[src/rtl/rhc_pkg.sv]
package rhc_pkg;

  // Default widths of one colour channel and of the hue fraction.
  localparam int unsigned CHANNEL_BITS = 8;
  localparam int unsigned HUE_BITS     = 16;

endpackage

[src/rtl/rhc_div_pipe.sv]
module rhc_div_pipe #(
  parameter int unsigned CHANNEL_BITS = rhc_pkg::CHANNEL_BITS,
  parameter int unsigned HUE_BITS     = rhc_pkg::HUE_BITS
) (
  input  logic                    clk_i,
  input  logic                    rst_ni,
  input  logic                    in_valid_i,
  output logic                    in_ready_o,
  input  logic [CHANNEL_BITS+2:0] hue_rem_i,
  input  logic [CHANNEL_BITS+2:0] hue_div_i,
  input  logic                    hue_zero_i,
  input  logic [CHANNEL_BITS-1:0] sat_rem_i,
  input  logic [CHANNEL_BITS-1:0] sat_low_i,
  input  logic [CHANNEL_BITS-1:0] sat_div_i,
  input  logic                    sat_zero_i,
  input  logic [CHANNEL_BITS-1:0] value_i,
  output logic                    out_valid_o,
  input  logic                    out_ready_i,
  output logic [HUE_BITS-1:0]     hue_o,
  output logic [CHANNEL_BITS-1:0] sat_o,
  output logic [CHANNEL_BITS-1:0] value_o
);

  localparam int unsigned C     = CHANNEL_BITS;
  localparam int unsigned H     = HUE_BITS;
  localparam int unsigned HW    = CHANNEL_BITS + 3;
  localparam int unsigned STEPS = (HUE_BITS > CHANNEL_BITS) ? HUE_BITS : CHANNEL_BITS;

  logic          rdy   [STEPS+1];
  logic          v_q   [STEPS];
  logic [HW-1:0] hr_q  [STEPS];
  logic [HW-1:0] hr_d  [STEPS];
  logic [HW-1:0] hd_q  [STEPS];
  logic [H-1:0]  hq_q  [STEPS];
  logic [H-1:0]  hq_d  [STEPS];
  logic          hz_q  [STEPS];
  logic [C-1:0]  sr_q  [STEPS];
  logic [C-1:0]  sr_d  [STEPS];
  logic [C-1:0]  sl_q  [STEPS];
  logic [C-1:0]  sl_d  [STEPS];
  logic [C-1:0]  sd_q  [STEPS];
  logic [C-1:0]  sq_q  [STEPS];
  logic [C-1:0]  sq_d  [STEPS];
  logic          sz_q  [STEPS];
  logic [C-1:0]  val_q [STEPS];

  assign rdy[STEPS] = out_ready_i;
  assign in_ready_o = rdy[0];

  for (genvar k = 0; k < STEPS; k++) begin : g_stage
    logic          pv;
    logic [HW-1:0] phr;
    logic [HW-1:0] phd;
    logic [H-1:0]  phq;
    logic          phz;
    logic [C-1:0]  psr;
    logic [C-1:0]  psl;
    logic [C-1:0]  psd;
    logic [C-1:0]  psq;
    logic          psz;
    logic [C-1:0]  pval;
    logic [HW:0]   ht;
    logic [C:0]    st;

    if (k == 0) begin : g_first
      assign pv   = in_valid_i;
      assign phr  = hue_rem_i;
      assign phd  = hue_div_i;
      assign phq  = '0;
      assign phz  = hue_zero_i;
      assign psr  = sat_rem_i;
      assign psl  = sat_low_i;
      assign psd  = sat_div_i;
      assign psq  = '0;
      assign psz  = sat_zero_i;
      assign pval = value_i;
    end else begin : g_next
      assign pv   = v_q[k-1];
      assign phr  = hr_q[k-1];
      assign phd  = hd_q[k-1];
      assign phq  = hq_q[k-1];
      assign phz  = hz_q[k-1];
      assign psr  = sr_q[k-1];
      assign psl  = sl_q[k-1];
      assign psd  = sd_q[k-1];
      assign psq  = sq_q[k-1];
      assign psz  = sz_q[k-1];
      assign pval = val_q[k-1];
    end

    assign rdy[k] = ~v_q[k] | rdy[k+1];
    assign ht     = {phr, 1'b0};
    assign st     = {psr, psl[C-1]};

    // One restoring division step per stage for each quotient still in progress.
    always_comb begin
      hr_d[k] = phr;
      hq_d[k] = phq;
      sr_d[k] = psr;
      sl_d[k] = psl;
      sq_d[k] = psq;
      if (k < H) begin
        if (ht >= {1'b0, phd}) begin
          hr_d[k] = HW'(ht - {1'b0, phd});
          hq_d[k] = {phq[H-2:0], 1'b1};
        end else begin
          hr_d[k] = ht[HW-1:0];
          hq_d[k] = {phq[H-2:0], 1'b0};
        end
      end
      if (k < C) begin
        sl_d[k] = {psl[C-2:0], 1'b0};
        if (st >= {1'b0, psd}) begin
          sr_d[k] = C'(st - {1'b0, psd});
          sq_d[k] = {psq[C-2:0], 1'b1};
        end else begin
          sr_d[k] = st[C-1:0];
          sq_d[k] = {psq[C-2:0], 1'b0};
        end
      end
    end

    always_ff @(posedge clk_i or negedge rst_ni) begin
      if (!rst_ni) begin
        v_q[k] <= 1'b0;
      end else if (rdy[k]) begin
        v_q[k] <= pv;
      end
    end

    always_ff @(posedge clk_i) begin
      if (rdy[k] && pv) begin
        hr_q[k]  <= hr_d[k];
        hd_q[k]  <= phd;
        hq_q[k]  <= hq_d[k];
        hz_q[k]  <= phz;
        sr_q[k]  <= sr_d[k];
        sl_q[k]  <= sl_d[k];
        sd_q[k]  <= psd;
        sq_q[k]  <= sq_d[k];
        sz_q[k]  <= psz;
        val_q[k] <= pval;
      end
    end
  end

  // Zero divisors give all-ones quotients: force grey and black to zero here.
  assign out_valid_o = v_q[STEPS-1];
  assign hue_o       = hz_q[STEPS-1] ? '0 : hq_q[STEPS-1];
  assign sat_o       = sz_q[STEPS-1] ? '0 : sq_q[STEPS-1];
  assign value_o     = val_q[STEPS-1];

endmodule

[src/rtl/rgb_to_hsv_converter.sv]
// Throughput: one pixel per cycle while m_axis_tready is high; the hue and saturation
// dividers retire one quotient bit per pipeline stage, so depth follows the wider quotient.
// Reset: rst_ni clears all stage valid bits asynchronously; data registers are not reset.
module rgb_to_hsv_converter #(
  parameter int unsigned CHANNEL_BITS = rhc_pkg::CHANNEL_BITS,
  parameter int unsigned HUE_BITS     = rhc_pkg::HUE_BITS
) (
  input  logic                                        clk_i,
  input  logic                                        rst_ni,
  input  logic                                        s_axis_tvalid,
  output logic                                        s_axis_tready,
  // red, green, blue from bit 0 up, zero padded to whole bytes
  input  logic [((3*CHANNEL_BITS+7)/8)*8-1:0]         s_axis_tdata,
  output logic                                        m_axis_tvalid,
  input  logic                                        m_axis_tready,
  // hue, saturation, brightness from bit 0 up, zero padded to whole bytes
  output logic [((HUE_BITS+2*CHANNEL_BITS+7)/8)*8-1:0] m_axis_tdata
);

  localparam int unsigned C      = CHANNEL_BITS;
  localparam int unsigned HW     = CHANNEL_BITS + 3;
  localparam int unsigned OUT_W  = ((HUE_BITS + 2*CHANNEL_BITS + 7) / 8) * 8;

  // Input register
  logic         a_v_q;
  logic         a_rdy;
  logic [C-1:0] r_q;
  logic [C-1:0] g_q;
  logic [C-1:0] b_q;

  // Front stage: extremes, sector term and divider operands
  logic          b_v_q;
  logic          b_rdy;
  logic [C-1:0]  hi;
  logic [C-1:0]  lo;
  logic [C-1:0]  d;
  logic [HW-1:0] d_x;
  logic [HW-1:0] d6;
  logic [HW-1:0] term;
  logic [2*C-1:0] sat_num;
  logic [HW-1:0] term_q;
  logic [HW-1:0] d6_q;
  logic          hz_q;
  logic [C-1:0]  sat_hi_q;
  logic [C-1:0]  sat_lo_q;
  logic [C-1:0]  max_q;
  logic          sz_q;

  logic                lane_ready;
  logic [HUE_BITS-1:0] hue;
  logic [C-1:0]        sat;
  logic [C-1:0]        value;

  assign a_rdy         = ~a_v_q | b_rdy;
  assign b_rdy         = ~b_v_q | lane_ready;
  assign s_axis_tready = a_rdy;

  always_ff @(posedge clk_i or negedge rst_ni) begin
    if (!rst_ni) begin
      a_v_q <= 1'b0;
      b_v_q <= 1'b0;
    end else begin
      if (a_rdy) begin
        a_v_q <= s_axis_tvalid;
      end
      if (b_rdy) begin
        b_v_q <= a_v_q;
      end
    end
  end

  always_ff @(posedge clk_i) begin
    if (a_rdy && s_axis_tvalid) begin
      r_q <= s_axis_tdata[C-1:0];
      g_q <= s_axis_tdata[2*C-1:C];
      b_q <= s_axis_tdata[3*C-1:2*C];
    end
  end

  always_comb begin
    hi = r_q;
    if (g_q > hi) hi = g_q;
    if (b_q > hi) hi = b_q;
    lo = r_q;
    if (g_q < lo) lo = g_q;
    if (b_q < lo) lo = b_q;
    d       = hi - lo;
    d_x     = HW'(d);
    d6      = HW'((d_x << 2) + (d_x << 1));
    sat_num = (2*C)'({d, {C{1'b0}}} - {{C{1'b0}}, d});
    // Ties go to red, then green; add the offset first so the term never wraps
    if (hi == r_q) begin
      if (g_q >= b_q) begin
        term = HW'(g_q) - HW'(b_q);
      end else begin
        term = d6 + HW'(g_q) - HW'(b_q);
      end
    end else if (hi == g_q) begin
      term = (d_x << 1) + HW'(b_q) - HW'(r_q);
    end else begin
      term = (d_x << 2) + HW'(r_q) - HW'(g_q);
    end
  end

  always_ff @(posedge clk_i) begin
    if (b_rdy && a_v_q) begin
      term_q   <= term;
      d6_q     <= d6;
      hz_q     <= (d == '0);
      sat_hi_q <= sat_num[2*C-1:C];
      sat_lo_q <= sat_num[C-1:0];
      max_q    <= hi;
      sz_q     <= (hi == '0);
    end
  end

  rhc_div_pipe #(
    .CHANNEL_BITS(CHANNEL_BITS),
    .HUE_BITS    (HUE_BITS)
  ) u_div (
    .clk_i      (clk_i),
    .rst_ni     (rst_ni),
    .in_valid_i (b_v_q),
    .in_ready_o (lane_ready),
    .hue_rem_i  (term_q),
    .hue_div_i  (d6_q),
    .hue_zero_i (hz_q),
    .sat_rem_i  (sat_hi_q),
    .sat_low_i  (sat_lo_q),
    .sat_div_i  (max_q),
    .sat_zero_i (sz_q),
    .value_i    (max_q),
    .out_valid_o(m_axis_tvalid),
    .out_ready_i(m_axis_tready),
    .hue_o      (hue),
    .sat_o      (sat),
    .value_o    (value)
  );

  assign m_axis_tdata = OUT_W'({value, sat, hue});

endmodule

[config.mk]
export PLATFORM = sky130hd
export DESIGN_NAME = rgb_to_hsv_converter
export DESIGN_NICKNAME = d
export VERILOG_FILES = /design/src/rtl/rhc_pkg.sv /design/src/rtl/rhc_div_pipe.sv /design/src/rtl/rgb_to_hsv_converter.sv
export SDC_FILE = /design/constraint.sdc
export NUM_CORES = 1
export LEC_CHECK = 0
export BUFFER_PORTS_ARGS = -buffer_cell sky130_fd_sc_hd__buf_2
export CORE_MARGIN = 4
export CORE_UTILIZATION = 45
export CTS_CLUSTER_DIAMETER = 150
export DETAILED_ROUTE_END_ITERATION = 10
export PLACE_DENSITY_LB_ADDON = 0.3
export SLEW_MARGIN = 20
export SYNTH_ARGS = -nofsm -noshare
export SYNTH_HDL_FRONTEND = slang
export SYNTH_SLANG_ARGS = --single-unit
[constraint.sdc]
create_clock -name clk_i -period 10.65 [get_ports clk_i]
set_input_delay 0.5325 -clock clk_i [delete_from_list [all_inputs] [get_ports clk_i]]
set_output_delay 0.5325 -clock clk_i [all_outputs]
set_load 0.005 [all_outputs]
Yosys cells after proc, flatten, opt, wreduce, memory -nomap -nowiden
Memories as Yosys holds them, arrays and structs flattened.
Index checks and enable logic that the tools add are counted.
{"block": "totals", "mem_bits_rw": 1280, "mem_count": 10, "out_inout_bits": 34, "word_cells": 248, "register_bits": 90}
{"block": "classes", "n_lt_le_gt_ge": 29, "n_eq_ne": 2, "addsub": 34, "bitwise": 36, "mux": 89, "n_reduce_logical": 20}
{"memory": "u_div.hq_q", "words": 16, "word_bits": 16, "rd": 16, "rd_ports_with_merged_regs": 0, "wr": 16, "line": "rhc_div_pipe.sv:34", "source": "logic [H-1:0] hq_q [STEPS];"}
{"memory": "u_div.hd_q", "words": 16, "word_bits": 11, "rd": 15, "rd_ports_with_merged_regs": 0, "wr": 16, "line": "rhc_div_pipe.sv:33", "source": "logic [HW-1:0] hd_q [STEPS];"}
{"memory": "u_div.hr_q", "words": 16, "word_bits": 11, "rd": 15, "rd_ports_with_merged_regs": 0, "wr": 16, "line": "rhc_div_pipe.sv:31", "source": "logic [HW-1:0] hr_q [STEPS];"}
{"memory": "u_div.sd_q", "words": 16, "word_bits": 8, "rd": 15, "rd_ports_with_merged_regs": 0, "wr": 16, "line": "rhc_div_pipe.sv:41", "source": "logic [C-1:0] sd_q [STEPS];"}
{"memory": "u_div.sl_q", "words": 16, "word_bits": 8, "rd": 15, "rd_ports_with_merged_regs": 0, "wr": 16, "line": "rhc_div_pipe.sv:39", "source": "logic [C-1:0] sl_q [STEPS];"}
{"memory": "u_div.sq_q", "words": 16, "word_bits": 8, "rd": 16, "rd_ports_with_merged_regs": 0, "wr": 16, "line": "rhc_div_pipe.sv:42", "source": "logic [C-1:0] sq_q [STEPS];"}
{"memory": "+4 memories"}
{"op": "$mux 11", "n": 19}
{"op": "$ge 12x11->1", "n": 16}
{"op": "$sub 11x11->11", "n": 16}
{"op": "$mux 8", "n": 13}
{"op": "$ge 9x8->1", "n": 8}
{"op": "$sub 8x8->8", "n": 9}
{"op": "$mux 1", "n": 56}
{"op": "$sub 11x8->11", "n": 2}
{"op": "$logic_and 1x1->1", "n": 18}
{"op": "$not 1->1", "n": 18}
{"op": "$or 1x1->1", "n": 18}
{"op": "$eq 8x8->1", "n": 2}
{"op": "$gt 8x8->1", "n": 2}
{"op": "$logic_not 8->1", "n": 2}
{"op": "$lt 8x8->1", "n": 2}
{"op": "$mux 16", "n": 1}
{"op": "$sub 16x8->16", "n": 1}
{"op": "$add 10x8->11", "n": 1}
{"op": "$add 10x9->11", "n": 1}
{"op": "$add 11x8->11", "n": 1}
{"op": "$sub 10x8->11", "n": 1}
{"op": "$add 9x8->10", "n": 1}
{"op": "$sub 8x8->9", "n": 1}
{"op": "$ge 8x8->1", "n": 1}

Depth between registers and ports, before layout
Gate-level depths: netlist of run 1.
{"block": "logic_depth", "ltp_word": 20, "depth_mapped": 44, "mapped_depth_nobuf": 42}

Hierarchy
A second synthesis of run 1 with hierarchy kept.
{"block": "unflattened", "cells_unflattened": 3575, "area_unflattened_um2": 47270.3}
{"mod": "rhc_div_pipe", "cells_each": 2889, "area_per_inst_um2": 40486.3, "n_inst": 1}
{"mod": "rgb_to_hsv_converter", "cells_each": 686, "area_per_inst_um2": 6784.0, "n_inst": 1}

Worst setup path after synthesis of run 1
Ideal clock, no wire load.
{"block": "synth_path", "path_kind": "register to register", "startpoint": "register r_q[1]", "endpoint": "register term_q[10], data pin", "t_arrival_ps": 8434, "path_stages_with_launch": 41, "slack_ps": 1947, "required_time_ps": 10380, "path_cell_list": "edfxtp_1 -> inv_1 -> ha_1 -> nor2b_1 -> o211a_4 -> o21a_4 -> o21ai_4 -> mux2i_1 -> ha_1 -> nor3_1 -> o21ai_0 -> and3_1 -> a31oi_4 -> inv_1 -> o21ai_2 -> clkbuf_1 -> nor2_1 -> a21oi_1 -> [... 5 more ...] -> or2_2 -> clkbuf_1 -> ha_1 -> a21oi_1 -> or4_1 -> a32oi_1 -> a21o_1 -> xnor2_1 -> fa_1 -> inv_1 -> ha_1 -> a21oi_1 -> o21bai_1 -> a21oi_1 -> xor2_1 -> xnor3_1 -> a211oi_1 -> a21oi_1"}
{"block": "synth_between", "elab_chain_len": 10}
{"item": "from (decl)", "line": "rgb_to_hsv_converter.sv:27", "source": "logic [C-1:0] r_q;"}
{"item": "from (signal assigned)", "line": "rgb_to_hsv_converter.sv:74", "source": "r_q <= s_axis_tdata[C-1:0];"}
{"item": "$gt 8x8->1 / $lt 8x8->1 (equally long branches)", "line": "rgb_to_hsv_converter.sv:82, rgb_to_hsv_converter.sv:85"}
{"item": "$mux 8 (on tied branches)", "line": "rgb_to_hsv_converter.sv:82, rgb_to_hsv_converter.sv:85"}
{"item": "$gt 8x8->1 / $lt 8x8->1 (equally long branches)", "line": "rgb_to_hsv_converter.sv:83, rgb_to_hsv_converter.sv:86"}
{"item": "$mux 8 (on tied branches)", "line": "rgb_to_hsv_converter.sv:83, rgb_to_hsv_converter.sv:86"}
{"item": "$sub 8x8->8", "line": "rgb_to_hsv_converter.sv:87", "source": "d = hi - lo;"}
{"item": "$add 10x9->11", "line": "rgb_to_hsv_converter.sv:89", "source": "d6 = HW'((d_x << 2) + (d_x << 1));"}
{"item": "$add 11x8->11", "line": "rgb_to_hsv_converter.sv:96", "source": "term = d6 + HW'(g_q) - HW'(b_q);"}
{"item": "$sub 11x8->11", "line": "rgb_to_hsv_converter.sv:96"}
{"item": "$mux 11", "line": "rgb_to_hsv_converter.sv:93", "source": "if (g_q >= b_q) begin"}
{"item": "$mux 11 (*)", "line": "rgb_to_hsv_converter.sv:92", "source": "if (hi == r_q) begin"}
{"item": "net term[10]", "line": "rgb_to_hsv_converter.sv:39", "source": "logic [HW-1:0] term;"}
{"item": "to (signal assigned)", "line": "rgb_to_hsv_converter.sv:107", "source": "term_q <= term;"}
{"item": "to (decl)", "line": "rgb_to_hsv_converter.sv:41", "source": "logic [HW-1:0] term_q;"}
The timed path passes the listed nets; every way through them passes the cells marked *.
A chain may end at the register's enable or synchronous reset.

Worst setup path in the final report of run 1
Same ends and word-level chain as after synthesis.

==> impl_metrics.tcl, run 1 <==
set metrics [dict create \
    core.rowCount 111 \
    io-pin-count 62 \
    synth_ff_type "edfxtp_1" \
    end_kind "flop" \
    critPathMaxFanout 15 \
    post-route-drc-count 0 \
    tightest_slew_ns 1.02 \
    cts_buffers 90 \
    syn-num-nets 3639 \
    ys_types 82 \
    die_x_um 312 \
    crit_type "reg2reg" \
    insertion_delay_ns 0.67 \
    hold_ws_ns 0.0759 \
    ant_nets 0 \
    start_util_pct 45.3 \
    clkSlewWorstSetupHoldPaths_ns 0.06 \
    syn_to_final_growth_pct 11.8 \
    syn_area_um2 41500 \
    nNetsFinal 3775 \
    vias 23576 \
    cp_common_cell "a21oi_1" \
    multi_input_area_um2 14100 \
    grt_antenna_before_repair 0 \
    htreeDepth 3 \
    avgSynthCellArea_um2 12.7 \
    yosys.area_share.simple_pct 8.52 \
    crit_arrival_ns 10.20 \
    status "finished, final reports clean" \
    max_slew_margin_pct 32.0 \
    final_cell_mix "836 x edfxtp_1, 466 x inv_1, 304 x ha_1, 227 x o21ai_0, 219 x nand2_1" \
    n_fill_cell 7829 \
    place_congestion 0.852 \
    wl_um 74100 \
    crit_path_top_delay_cell "mux2i_1" \
    yosysSeqAreaShare_pct 61.6 \
    drt_iter0_drc 1379 \
    setup_viol 0 \
    ys_ff_latch 854 \
    synth_fa_ha_area_share_pct 11.5 \
    synth_top_family_by_area "adder cells" \
    io_buffers 61 \
    grt_first_pass_wirelength_um 121000 \
    design.core.area_um2 91500 \
    postCtsSetupBuffers 0 \
    avgViaCountPerCell 5.07 \
    synth-xor-area-share_pct 3.70 \
    holdCritPathClass "in2reg" \
    cts_tree "yes" \
    synth_edf_count 836 \
    finalMaxSlewViolations 0 \
    track_usage_pct 15.3 \
    die_h_um 312 \
    crit_required_ns 11.01 \
    root_buffer "clkbuf_16" \
    cts_num_sinks 854 \
    timing.fmax_mhz 102 \
    wl_per_cell_um 15.9 \
    die_area_um2 97100 \
    post-place-cells 4488 \
    synth.yosys.warnings 0 \
    gr-total-overflow 0 \
    critPathLaunchType "flop" \
    synth_compound_area_share_pct 9.28 \
    syn_inst 3259 \
    async_flop_share_pct 2.11 \
    dp_hpwl_um 55400 \
    layout.cells.non_filler 4654 \
    grt_pass1_vias 24027 \
    register_area_um2 25600 \
    grt_max_degree 54 \
    cp_slowest_stage_delay_ns 0.57 \
    timing.final.crit_share_pct 92.4 \
    mostFrequentLayoutCell "edfxtp_1" \
    rsz0062_at_grt "false" \
    firstDrtPassIters 4 \
    period_minus_slack_ns 9.84 \
    ctsLongestPathBuffers 3 \
    hold_violations 0 \
    synthMuxAreaShare_pct 0.676 \
    drive_gt1_share_pct 8.28 \
    fin_setup_tns_ns 0 \
    diodes 0 \
    final.setup_skew_ns 0.0576 \
    cap_violations 0 \
]
synth_stat cells (5+ instances only):
cell type | count | area, µm²
xnor2_1 | 121 | 1060
a21o_1 | 64 | 480
o21bai_1 | 16 | 120
a221oi_1 | 16 | 140
o211a_1 | 10 | 100
nor3_1 | 15 | 75.1
nand2_1 | 219 | 822
ha_1 | 304 | 3800
fa_1 | 48 | 961
a211oi_1 | 19 | 143
a21oi_1 | 182 | 911
nor2b_1 | 77 | 482
and3_1 | 5 | 31.3
xor2_1 | 48 | 420
nor2_1 | 165 | 619
clkbuf_1 | 40 | 150
nand4_1 | 55 | 344
nand3_1 | 24 | 120
or2_2 | 6 | 37.5
inv_1 | 466 | 1750
dfrtp_1 | 18 | 450
o31ai_1 | 36 | 270
edfxtp_1 | 836 | 25100
mux2_2 | 16 | 180
o21ai_0 | 227 | 1140
o211ai_1 | 5 | 37.5
and2_1 | 54 | 338
nand2b_1 | 61 | 382
mux2i_1 | 10 | 100
a31oi_1 | 8 | 50.1
or4_1 | 20 | 150
worst max-delay path, delay by kind of cell, from the launching register on:
kind	cells	cell delay, ns
compound gates	17	3.90
fa+ha+maj	6	2.14
simple gates	7	1.58
mux	1	0.57
xor+xnor	3	0.50
flops	1	0.46
buf+inv	4	0.40
layer usage:
metal,global-route usage (%),vias up,wire (µm)
met5,0,-,0
met4,5.34,0,2460
met3,2.59,145,2530
met2,28.8,328,39500
met1,17.5,11233,29600
li1,-,11870,-
flip-flops by register name, indices dropped and copies added, names as in the netlist, 11 cells and up:
signal	cells
u_div.hd_q	144
u_div.sr_q	56
u_div.hz_q	16
u_div.g_stage.pv	15
u_div.sz_q	16
u_div.val_q	96
u_div.sd_q	32
u_div.hq_q	136
u_div.hr_q	150
u_div.sl_q	21
term_q	11
u_div.sq_q	100
logic make-up (layout without fill, tap and decap cells):
group | after synthesis | after routing
compound gates | 629 | 629
fa+ha+maj | 354 | 354
xor+xnor | 172 | 172
simple gates | 715 | 715
buf+inv | 509 | 718
flops | 854 | 854
mux | 26 | 26
final cells by class:
class | instances | area share [%]
clock buffers | 107 | 5.06
multi-input cells | 1896 | 30.3
repair buffers | 86 | 1.07
flip-flops and latches | 854 | 55.1
well taps | 1186 | 3.20
clock inverters | 58 | 1.43
inverters | 467 | 3.78
timing repair:
item                                    4_1_cts  5_1_grt
hold buffers                                  1        0
endpoints found under the setup margin        0        0
resized for setup                             0        0
endpoints found under the hold margin        18        0
per-stage QoR:
step                util, %  setup WS, ns  instance area (µm²)
finish                 50.7         0.812                46400
global route           50.7         0.139                46400
CTS                    50.7         0.857                46400
detailed placement     47.4         0.866                43300
global placement       47.4          1.05                43300
floorplan                 -          1.95                41500
worst paths after layout:
path                                   from                   end  slack, ns  cells past startpoint
hold reg to reg            u_div.sz_q[2][1]      u_div.sz_q[3][0]       0.38                      0
min in group asynchronous            rst_ni  u_div.g_stage[15].pv       0.34                      2
hold / removal             s_axis_tdata[17]                b_q[1]       0.08                      1
max in group asynchronous            rst_ni   u_div.g_stage[2].pv       9.96                      2
setup reg to reg                     r_q[1]            term_q[10]       0.81                     38
setup / recovery                     r_q[1]            term_q[10]       0.81                     38
Power of run 1 is left out: the tool's default activity adds up to more than one toggle a clock period on the data nets, which glitch-free logic cannot reach.
==> run 2: changes to the inputs <==
==> constraint.sdc (replaced) <==
create_clock -name clk_i -period 12.7 [get_ports clk_i]
set_input_delay 0.635 -clock clk_i [delete_from_list [all_inputs] [get_ports clk_i]]
set_output_delay 0.635 -clock clk_i [all_outputs]
set_load 0.005 [all_outputs]
==> run 2 against run 1 <==
Compared with the run above:
- die area is the same
- sequential share of layout area about the same
- count of clock-buffer cells in the layout grew 7
- sequential cell count unchanged
- utilization about the same
==> impl_metrics.tcl, run 2 (synthesis results as in run 1) <==
set metrics [dict create \
    register_area_um2 25600 \
    tightest_slew_ns 1.02 \
    finalMaxSlewViolations 0 \
    cp_common_cell "inv_1" \
    final.setup_skew_ns 0.0424 \
    wl_per_cell_um 15.9 \
    nNetsFinal 3771 \
    ctsLongestPathBuffers 3 \
    die_h_um 312 \
    wl_um 73800 \
    critPathMaxFanout 15 \
    start_util_pct 45.3 \
    grt_first_pass_wirelength_um 120000 \
    ant_nets 0 \
    avgViaCountPerCell 5.08 \
    multi_input_area_um2 14100 \
    cts_tree "yes" \
    n_fill_cell 7832 \
    track_usage_pct 15.2 \
    insertion_delay_ns 0.66 \
    period_minus_slack_ns 10.04 \
    io_buffers 61 \
    regMostFlops "u_div.hr_q" \
    crit_arrival_ns 10.38 \
    diodes 0 \
    hold_violations 0 \
    end_kind "flop" \
    die_x_um 312 \
    root_buffer "clkbuf_16" \
    post-route-drc-count 0 \
    largest_reg_flops 150 \
    io-pin-count 62 \
    drive_gt1_share_pct 8.25 \
    cts_buffers 89 \
    die_area_um2 97100 \
    dp_hpwl_um 55300 \
    crit_path_top_delay_cell "xnor2_1" \
    timing.final.crit_share_pct 79.1 \
    vias 23631 \
    cts_num_sinks 854 \
    place_congestion 0.856 \
    firstDrtPassIters 5 \
    max_slew_margin_pct 31.7 \
    rsz0062_at_grt "false" \
    clkSlewWorstSetupHoldPaths_ns 0.06 \
    mostFrequentLayoutCell "edfxtp_1" \
    critPathLaunchType "flop" \
    design.core.area_um2 91500 \
    crit_required_ns 13.04 \
    cp_slowest_stage_delay_ns 0.76 \
    reg_top3 "u_div.hr_q: 150 flops, u_div.hd_q: 144 flops, u_div.hq_q: 136 flops" \
    grt_antenna_before_repair 0 \
    cap_violations 0 \
    core.rowCount 111 \
    setup_viol 0 \
    htreeDepth 3 \
    syn_to_final_growth_pct 11.9 \
    timing.fmax_mhz 99.6 \
    status "finished, final reports clean" \
    final_cell_mix "836 x edfxtp_1, 466 x inv_1, 304 x ha_1, 227 x o21ai_0, 219 x nand2_1" \
    post_cts_resized 0 \
    crit_type "reg2reg" \
    reg2reg_setup_slack_ns 2.66 \
    grt_max_degree 54 \
    fin_setup_tns_ns 0 \
    grt_pass1_vias 23814 \
    holdCritPathClass "in2reg" \
    gr-total-overflow 0 \
    drt_iter0_drc 1263 \
]
==> run 2: changes by cell type in the layout (fill, tap and decap cells not counted), moves of 2 or more <==
cell        delta
nor2b_2        +2
clkbuf_1       +5
inv_16         -2
clkinv_1       -2
clkinvlp_4     -5
nor2b_1        -2
clkbuf_8       +3
buf_4          -3
clkinv_16      +2
clkinv_4       +3
==> run 2: final timing paths <==
check / start / to / depth (start not counted)
worst min register to register: u_div.sq_q[9][5] / u_div.sq_q[10][5] / 0
worst max register to register: r_q[1] / term_q[10] / 37
max in group asynchronous: rst_ni / u_div.g_stage[2].pv / 2
worst min-delay path: s_axis_tdata[9] / g_q[1] / 1
worst max-delay path: r_q[1] / term_q[10] / 37
min in group asynchronous: rst_ni / u_div.g_stage[12].pv / 2
==> run 2: routing by layer <==
layer  part of all wire, %  wire length [µm]  track usage (%)  vias to the layer above
met5                     0                 0                0                        -
met4                   3.5              2570             5.55                        0
met3                   3.4              2520             2.65                      162
met2                    53             39000             28.7                      344
met1                    40             29700             17.3                    11266
li1                      -                 -                -                    11859
==> run 2: final cells by class <==
type,count,share of cell area [%]
Timing Repair Buffer,83,1.02
Clock inverter,54,1.44
Multi-Input combinational cell,1896,30.3
Tap cell,1186,3.20
Inverter,467,3.78
Clock buffer,114,5.13
Sequential cell,854,55.1
==> run 2: what timing repair did <==
| item | CTS | global route |
|---|---|---|
| hold endpoints to repair | 18 | 0 |
| setup buffers | 0 | 0 |
| hold buffers | 1 | 0 |
==> run 2: worst max-delay path, delay by kind of cell (launching register included) <==
family | cells | cell delay (ns)
compound gates | 14 | 2.97
xor+xnor | 5 | 1.53
fa+ha+maj | 7 | 2.60
buf+inv | 5 | 0.73
flops | 1 | 0.46
mux | 1 | 0.56
simple gates | 5 | 0.87
==> run 2: stage by stage <==
| step | instance area (µm²) | cells | setup WS, ns | hold slack (ns) | utilization, % |
|---|---|---|---|---|---|
| 2_1_floorplan | 41500 | 3259 | 4.00 | 0.339 | - |
| 3_3_place_gp | 43300 | 4485 | 2.91 | 0.400 | 47.3 |
| 3_5_place_dp | 43300 | 4485 | 2.59 | 0.405 | 47.3 |
| 4_1_cts | 46400 | 4654 | 2.63 | 0.119 | 50.7 |
| 5_1_grt | 46400 | 4654 | 1.71 | 0.123 | 50.7 |
| 6_report | 46400 | 4654 | 2.66 | 0.165 | 50.7 |
Power of run 2 is left out for the same reason.
==> run 3: changes to the inputs <==
==> constraint.sdc (replaced) <==
create_clock -name clk_i -period 8.5 [get_ports clk_i]
set_input_delay 0.425 -clock clk_i [delete_from_list [all_inputs] [get_ports clk_i]]
set_output_delay 0.425 -clock clk_i [all_outputs]
set_load 0.005 [all_outputs]
==> run 3 against run 2 <==
Compared with the run above:
- die area unchanged
- via count rose by 1.3%
- final area grew 1.3%
- first-iteration DRC count is 0.79% higher
- utilization increased by 0.68 points
- clock skew down 0.0097 ns
==> impl_metrics.tcl, run 3 (synthesis results as in run 1) <==
set metrics [dict create \
    status "finished, final reports clean" \
    crit_path_top_delay_cell "fa_1" \
    grt_first_pass_wirelength_um 121000 \
    die_x_um 312 \
    track_usage_pct 15.3 \
    multi_input_area_um2 14200 \
    crit_arrival_ns 8.42 \
    rr_worst_depth 37 \
    final.setup_skew_ns 0.0327 \
    timing.fmax_mhz 124 \
    post-route-drc-count 0 \
    tightest_slew_ns 0.960 \
    grt_max_degree 54 \
    final_cell_mix "836 x edfxtp_1, 463 x inv_1, 302 x ha_1, 226 x o21ai_0, 219 x nand2_1" \
    regMostFlops "u_div.hr_q" \
    cp_slowest_stage_delay_ns 0.49 \
    cts_buffers 90 \
    hold_violations 0 \
    max_slew_margin_pct 36.0 \
    firstDrtPassIters 4 \
    fin_setup_tns_ns 0 \
    critPathLaunchType "flop" \
    largest_reg_flops 150 \
    vias 23943 \
    min-delay-start "m_axis_tready" \
    insertion_delay_ns 0.65 \
    die_h_um 312 \
    ant_nets 0 \
    cts_num_sinks 854 \
    wl_um 74600 \
    end_kind "flop" \
    hold-path-cell-count 4 \
    stdcell_area_um2 47000 \
    root_buffer "clkbuf_16" \
    cp_common_cell "ha_1" \
    clkSlewWorstSetupHoldPaths_ns 0.07 \
    n_fill_cell 7698 \
    finalMaxSlewViolations 0 \
    cts_tree "yes" \
    timing.rr.end "term_q[10]" \
    syn_to_final_growth_pct 13.4 \
    gr-total-overflow 0 \
    setup_viol 0 \
    holdCritPathClass "in2reg" \
    place_congestion 0.867 \
    drive_gt1_share_pct 9.97 \
    drt_iter0_drc 1273 \
    io-pin-count 62 \
    diodes 0 \
    hold_end "u_div.g_stage[15].pv" \
    nNetsFinal 3848 \
    ctsLongestPathBuffers 3 \
    start_util_pct 45.3 \
    wl_per_cell_um 15.8 \
    dp_hpwl_um 56000 \
    grt_antenna_before_repair 0 \
    cap_violations 0 \
    crit_type "reg2reg" \
    register_area_um2 25600 \
    io_buffers 61 \
    reg2reg_setup_slack_ns 0.44 \
    die_area_um2 97100 \
    grt_pass1_vias 24221 \
    mostFrequentLayoutCell "edfxtp_1" \
    placed_cell_area_um2 43700 \
    core.rowCount 111 \
    critPathMaxFanout 7 \
    final_core_util_pct 51.4 \
    avgViaCountPerCell 5.07 \
    period_minus_slack_ns 8.06 \
    timing.final.crit_share_pct 94.9 \
    reg_top3 "u_div.hr_q: 150 flops, u_div.hd_q: 144 flops, u_div.hq_q: 136 flops" \
    hold_ws_ns 0.162 \
    design.core.area_um2 91500 \
    htreeDepth 3 \
    crit_required_ns 8.86 \
    reg2reg_from "r_q[1]" \
]
==> run 3: routing by layer <==
layer | vias up | track usage, % | routed length [µm]
met1 | 11418 | 17.0 | 29500
li1 | 12002 | - | -
met2 | 362 | 29.1 | 39900
met3 | 161 | 2.81 | 2530
met5 | - | 0 | 0
met4 | 0 | 5.84 | 2650
==> run 3: how the worst max path moves through the flow <==
stage / startpoint / to / slack [ns] / depth (start not counted)
after detailed placement: r_q[3] / term_q[10] / -0.005 / 36
after CTS: r_q[3] / term_q[10] / 0.04 / 36
after floorplan: r_q[1] / term_q[10] / 0.02 / 39
after global placement: r_q[3] / term_q[10] / 0.16 / 39
after global routing: r_q[1] / term_q[10] / -0.07 / 42
final: r_q[1] / term_q[10] / 0.44 / 37
==> run 3: final cells by class <==
cell class	instances	area share, %
multi-input combinational	1896	30.2
timing repair buffer	159	2.35
tap	1186	3.16
clock buffer	104	4.90
clock inverter	59	1.32
inverter	467	3.73
sequential	854	54.4
==> run 3: critical path, delay by kind of cell (launching register included) <==
| kind | cells | cell delay, ns |
|---|---|---|
| AND/OR/NAND/NOR | 3 | 0.58 |
| XOR/XNOR | 4 | 0.71 |
| adder cells (fa/ha/maj) | 7 | 2.25 |
| buffers and inverters | 5 | 0.53 |
| AO/OA/AOI/OAI | 17 | 3.01 |
| multiplexers | 1 | 0.28 |
| flip-flops | 1 | 0.39 |
==> run 3: timing repair <==
item | CTS | global route
hold buffers | 26 | 0
resized for setup | 1 | 25
pin swaps | 0 | 6
setup endpoints to repair | 1 | 3
buffers inserted | 0 | 7
hold endpoints to repair | 43 | 0
==> run 3: per-stage QoR <==
step,cells,setup slack (ns)
6_report,4725,0.437
3_3_place_gp,4529,0.158
3_5_place_dp,4529,-0.00540
4_1_cts,4718,0.0416
5_1_grt,4725,-0.0683
2_1_floorplan,3259,0.0225
Power of run 3 is left out for the same reason.
